File: config.mk
export PLATFORM = sky130hd
export DESIGN_NAME = cve_cordic_cell
export DESIGN_NICKNAME = d
export VERILOG_FILES = /design/src/rtl/cve_pkg.sv /design/src/rtl/cve_cordic_cell.sv
export SDC_FILE = /design/constraint.sdc
export NUM_CORES = 1
export LEC_CHECK = 0
export BUFFER_PORTS_ARGS = -buffer_cell sky130_fd_sc_hd__buf_2
export CORE_MARGIN = 8
export CORE_UTILIZATION = 56
export CTS_CLUSTER_DIAMETER = 120
export DETAILED_ROUTE_END_ITERATION = 16
export GPL_ROUTABILITY_DRIVEN = 1
export HOLD_SLACK_MARGIN = 0.15
export PLACE_DENSITY = 0.83
export SLEW_MARGIN = 0
export SYNTH_ARGS = -nofsm -noshare
export SYNTH_HDL_FRONTEND = slang
export SYNTH_SLANG_ARGS = --single-unit
export TNS_END_PERCENT = 1
File: constraint.sdc
create_clock -name clk -period 3 [get_ports clk]
set_input_delay 0.3 -clock clk [delete_from_list [all_inputs] [get_ports clk]]
set_output_delay 0.3 -clock clk [all_outputs]
set_load 0.02 [all_outputs]
File: src/rtl/cve_pkg.sv
// ----------------------------------------------------------------------------
// cve_pkg: shared types and constants for the cellular vortex field block
// Beat formats, CORDIC state carried from cell to cell, register indexes and
// the arctangent table in units of 2^-32 turn.
// ----------------------------------------------------------------------------
package cve_pkg;

  typedef struct packed {
    logic signed [31:0] pos_x;
    logic signed [31:0] pos_y;
  } cve_pos_t;

  typedef struct packed {
    logic signed [31:0] stream_fn;
    logic signed [31:0] vel_x;
    logic signed [31:0] vel_y;
    logic signed [31:0] dvx_dx;
    logic signed [31:0] dvy_dx;
    logic signed [31:0] dvx_dy;
    logic signed [31:0] dvy_dy;
  } cve_field_t;

  typedef struct packed {
    logic signed [33:0] x;
    logic signed [33:0] y;
    logic signed [33:0] z;
    logic               neg;
  } cve_rot_t;

  localparam logic [1:0] REG_VELOCITY_AMPLITUDE = 2'd0;
  localparam logic [1:0] REG_STREAM_SCALE       = 2'd1;
  localparam logic [1:0] REG_GRADIENT_SCALE     = 2'd2;
  localparam logic [1:0] REG_TURNS_PER_UNIT     = 2'd3;

  localparam logic signed [31:0] RESET_AMPLITUDE = 32'sd65536;
  localparam logic        [31:0] RESET_TURNS     = 32'd2670177;

  localparam logic signed [33:0] CORDIC_GAIN_INV = 34'sd652032874;
  localparam logic signed [33:0] QUARTER_TURN    = 34'sd1073741824;
  localparam logic signed [33:0] HALF_TURN       = 34'sd2147483648;
  localparam logic signed [63:0] HALF_LSB30      = 64'sd536870912;

  function automatic logic [31:0] atan_turns(input int step);
    logic [31:0] r;
    case (step)
      0:  r = 32'd536870912;
      1:  r = 32'd316933406;
      2:  r = 32'd167458907;
      3:  r = 32'd85004756;
      4:  r = 32'd42667331;
      5:  r = 32'd21354465;
      6:  r = 32'd10679838;
      7:  r = 32'd5340245;
      8:  r = 32'd2670163;
      9:  r = 32'd1335087;
      10: r = 32'd667544;
      11: r = 32'd333772;
      12: r = 32'd166886;
      13: r = 32'd83443;
      14: r = 32'd41722;
      15: r = 32'd20861;
      16: r = 32'd10430;
      17: r = 32'd5215;
      18: r = 32'd2608;
      19: r = 32'd1304;
      20: r = 32'd652;
      21: r = 32'd326;
      22: r = 32'd163;
      23: r = 32'd81;
      24: r = 32'd41;
      25: r = 32'd20;
      26: r = 32'd10;
      27: r = 32'd5;
      28: r = 32'd3;
      29: r = 32'd1;
      default: r = 32'd0;
    endcase
    return r;
  endfunction

endpackage

File: src/rtl/cve_cordic_cell.sv
// ----------------------------------------------------------------------------
// cve_cordic_cell: one rotation-mode CORDIC iteration
// Rotates the incoming vector by the fixed arctangent of its step toward a
// zero residual angle and registers the result for the next cell.
// ----------------------------------------------------------------------------
module cve_cordic_cell #(
  parameter int STEP = 0
) (
  input  logic              clk,
  input  logic              en,
  input  cve_pkg::cve_rot_t a,
  output cve_pkg::cve_rot_t b
);
  import cve_pkg::*;

  localparam logic signed [33:0] ATAN = $signed({2'b00, atan_turns(STEP)});

  logic signed [33:0] dx;
  logic signed [33:0] dy;

  assign dx = a.y >>> STEP;
  assign dy = a.x >>> STEP;

  always_ff @(posedge clk) begin
    if (en) begin
      b.neg <= a.neg;
      if (!a.z[33]) begin
        b.x <= a.x - dx;
        b.y <= a.y + dy;
        b.z <= a.z - ATAN;
      end else begin
        b.x <= a.x + dx;
        b.y <= a.y - dy;
        b.z <= a.z + ATAN;
      end
    end
  end

endmodule

After elaboration in Yosys (flattened, before gate mapping)
Cells that the tools add are included.
{ "totals": {"reg_bits": 103, "out_inout_bits": 103, "elab_cells": 10} }
{ "classes": {"n_addsub": 5, "mux": 1} }
{ "ops": {"columns": ["operator", "n"], "rows": [
  ["two-way mux 102 bit", 1],
  ["subtractor 34 bit", 2],
  ["adder 34 x 31 -> 34 bit, second input constant", 1],
  ["adder 34 bit", 1],
  ["subtractor 34 x 31 -> 34 bit, second input constant", 1]
]} }

Depth between registers and ports, before layout
{ "depth": {"word_depth": 2, "mapped_depth": 13, "depth_no_buf": 12} }

Worst setup path after synthesis
No wires, ideal clock.
{ "synth_path": {"path_kind": "input to register", "startpoint": "input a[35] (netlist bit)", "endpoint": "register b[67] (netlist bit), data pin", "setup_ps": 272, "arrival_ps": 2532, "required_ps": 2728, "slack_ps": 196, "cell_stages": 12, "n_path_buf": 0, "cell_sequence": "inv_1 ha_1 fa_1 and2b_1 o211ai_1 a21oi_1 a31oi_2 o221a_4 o41ai_4 a21oi_1 a2111oi_2 xor2_1"} }
{ "synth_between": {"elab_chain_len": 2, "elab_cells_between_ends": 3} }
{ "synth_lines": {"columns": ["item", "line_no", "rtl"], "rows": [
  ["from (decl)", "cve_cordic_cell.sv:11", "input cve_pkg::cve_rot_t a,"],
  ["adder 34 bit / subtractor 34 bit (equally long branches)", "cve_cordic_cell.sv:29, cve_cordic_cell.sv:33", null],
  ["two-way mux 102 bit (*)", "cve_cordic_cell.sv:27", "if (!a.z[33]) begin"],
  ["to (decl)", "cve_cordic_cell.sv:12", "output cve_pkg::cve_rot_t b"]
]} }
Every way passes the cells marked *; elsewhere a longest branch is shown, timed or not.
A chain may end at the register's enable or synchronous reset.

Final worst setup path
{ "layout_path": {"startpoint": "input a[49] (netlist bit)", "endpoint": "register b[101] (netlist bit), data pin"} }
{ "layout_between": {"elab_chain_len": 2, "elab_cells_between_ends": 3} }
{ "layout_lines": {"columns": ["item", "line_no"], "rows": [
  ["subtractor 34 bit / adder 34 bit (equally long branches)", "cve_cordic_cell.sv:28, cve_cordic_cell.sv:32"],
  ["two-way mux 102 bit (*)", "cve_cordic_cell.sv:27"]
]} }
Marks and branches as above.

==> impl_metrics.ini <==
[outcome]
status = finished clean

[timing]
fmax_mhz = 344.2
setup_ws_ns = 0.09487
relSlewSlack_pct = 63.10
rsz0062_at_grt = yes
tns_ns = 0
period_minus_slack_ns = 2.905
hold_viol = 0
worst_pin_slew_ns = 0.5529
setup_viol = 0
drv_slew = 0
post-route-period-util_pct = 96.84

[routing]
drt_iter0_drc = 1063
drtPass1Iterations = 5
route.detailed.drc = 0
wirelength_um = 30290
postRouteAntennaNets = 0
via_count = 8815
viasPerCell = 5.830
routedWlPerCell_um = 20.03

[synthesis]
syn_inst = 949
synth_cell_type_count = 83
synth_nets = 1160
avgSynthCellArea_um2 = 9.249
synth-seq-area-share_pct = 34.90
ys_warn_count = 0
synthFlopType = edfxtp_1
synth-edff-count = 102
synth_area_leaders = edfxtp_1 (35%), ha_1 (15%), a21oi_1 (6.2%), xnor2_1 (6.0%), inv_1 (4.2%)
synth_largest_area_cell = edfxtp_1
synth_async_sr_flop_share_pct = 0
synth-seq-cells = 102
synth.cell_area_um2 = 8777
synth_top_cell_area_share_pct = 34.90

[setup_path]
path_class = in2reg
cp_common_cell = buf_4
crit_chain = buf_2 -> inv_1 -> ha_1 -> nor4_4 -> nand2_1 -> nor4_2 -> a211oi_2 -> buf_4 -> o311ai_4 -> a21oi_2 -> buf_4 -> o311ai_2 -> o21ai_1 -> xor2_1
critPathMaxStageDelay_ns = 0.37
cp-end-kind = flip-flop
crit_buf_inv = 4
worstSetupStartpoint = a[49]
crit_cells = 14
arrival_ns = 3.00
cp-start-kind = primary input
cp_data_required_time_ns = 3.10
crit_family = compound AO/OA/AOI/OAI gates
path_max_fanout = 4
cp_slowest_cell = o311ai_4

[pwr]
ir_drop_mv = 0.2961
power-per-cell-area_nw_per_um2 = 452.2
cellLeakagePower_nw = 5.335

[die]
dieArea_um2 = 19940
die_h_um = 141.2
floorplan.initialDensity_pct = 57.52
die_x_um = 141.2
row_count = 45
core_area_um2 = 15260
ios = 208

[clock_network]
tritoncts = done
clkSinkCount = 102
clk_path_buf_depth = 2
cts_buffers = 9
cts-root-buf = clkbuf_16
clk_pin_slew_ns = 0.07
cts_max_level = 3

[place]
pre_cts_slack_ns = -0.2375
io_buffers = 207
hpwl_um = 22690
gp_congestion = 0.9523

[final_layout]
drive_gt1_share_pct = 31.38
nets = 1507
regMostFlops = b
fill_cells = 1070
largest_reg_flops = 102
area_delta_synth_final_pct = 32.77
reg_top3 = b x102

[global_routing]
grt_pass1_wl_um = 46950
grt_max_degree = 46
antenna_found_initial = 0
grt_pass1_vias = 8819
overflow = 0
grtUsageTotal_pct = 29.35

[run]
cap_violations = 0

[min_path]
whs_path_depth = 2
worstHoldStart = a[30]
hold_path.class = in2reg
-- power breakdown --
part	switching [mW]	leakage [nW]	total, mW	internal [mW]
Sequential	0.0660	0.998	1.90	1.84
Clock	0.594	0.136	1.17	0.576
Combinational	1.31	4.20	2.20	0.889
-- Yosys cell counts, types with 11 or more instances --
library cell    n
nand3_1        12
o211ai_1       13
inv_1          98
nor2_1         66
clkbuf_1       16
o21ai_0        55
buf_2          15
nor3_1         11
xnor2_1        60
nand2_1        53
ha_1          102
a21o_1         17
a21oi_1       109
o31ai_1        11
o21bai_1       15
a211oi_1       13
edfxtp_1      102
-- path summary, 6_finish.rpt --
path	end	slack (ns)
min	b[30]	0.24
max	b[101]	0.09
-- cell usage in the layout, fill, tap and decap left out, types with 4 or more instances in the layout --
cell type,netlist,layout
nand2_1,53,53
a21oi_2,1,4
clkbuf_16,0,9
o21ai_0,55,55
edfxtp_1,102,102
buf_2,15,204
inv_2,6,6
o21bai_1,15,15
dlygate4sd3_1,0,30
xnor2_1,60,60
mux2i_1,10,10
inv_1,98,98
or3_1,6,6
a21o_1,17,17
o31ai_1,11,11
o21ai_1,8,8
a21oi_1,109,106
nor2_1,66,66
xor2_1,7,7
nand4_1,8,8
buf_4,6,141
nand3_1,12,12
a211oi_1,13,12
a31oi_1,8,8
nand2b_1,9,9
nor2b_1,8,7
nor3_1,11,11
a22oi_1,4,4
ha_1,102,101
o211ai_1,13,13
nand3b_1,6,6
-- cells by family after synthesis --
group                    after synthesis  share of synthesized area (%)
XOR/XNOR                              67                          6.686
multiplexers                          11                          1.269
AND/OR/NAND/NOR                      196                          10.53
buffers and inverters                150                          6.971
AO/OA/AOI/OAI                        317                          24.19
flip-flops                           102                          34.90
adder cells (fa/ha/maj)              106                          15.45
-- what timing repair did --
action	4_1_cts	5_1_grt
setup buffers	0	6
gates resized for setup	0	24
endpoints found under the setup margin	0	10
endpoints found under the hold margin	30	0
hold buffers	30	0
-- metal layers --
metal  part of all wire [%]  wire (µm)  GRT usage [%]  vias to the layer above
met5                      0          0              0                        -
met4                    2.7        811          9.615                        0
met3                    8.2       2486          4.220                       71
met2                     50      15110          52.30                      485
met1                     39      11880          35.61                     4149
li1                       -          -              -                     4110
-- stage by stage --
stage / power, mW / area, µm² / util [%] / hold WS [ns] / cells
finish: 5.269 / 11650 / 76.38 / 0.2433 / 1512
global route: 5.481 / 11650 / 76.36 / 0.2443 / 1511
CTS: 5.167 / 11500 / 75.35 / 0.2233 / 1505
detailed placement: 3.994 / 10920 / 71.54 / 0.4782 / 1460
global placement: 3.955 / 10920 / 71.54 / 0.4764 / 1460
floorplan: 3.151 / 8777 / - / 0.3989 / 949
-- layout make-up --
class	instances	area [µm²]	share of cell area, %
Clock inverter	6	56.30	0.4831
Sequential cell	102	3063	26.28
Inverter	107	401.6	3.446
Timing Repair Buffer	379	2450	21.02
Tap cell	211	264.0	2.265
Multi-Input combinational cell	697	5191	44.55
Antenna cell	1	2.502	0.02147
Clock buffer	9	225.2	1.933
(Power assumes the default switching activity.)
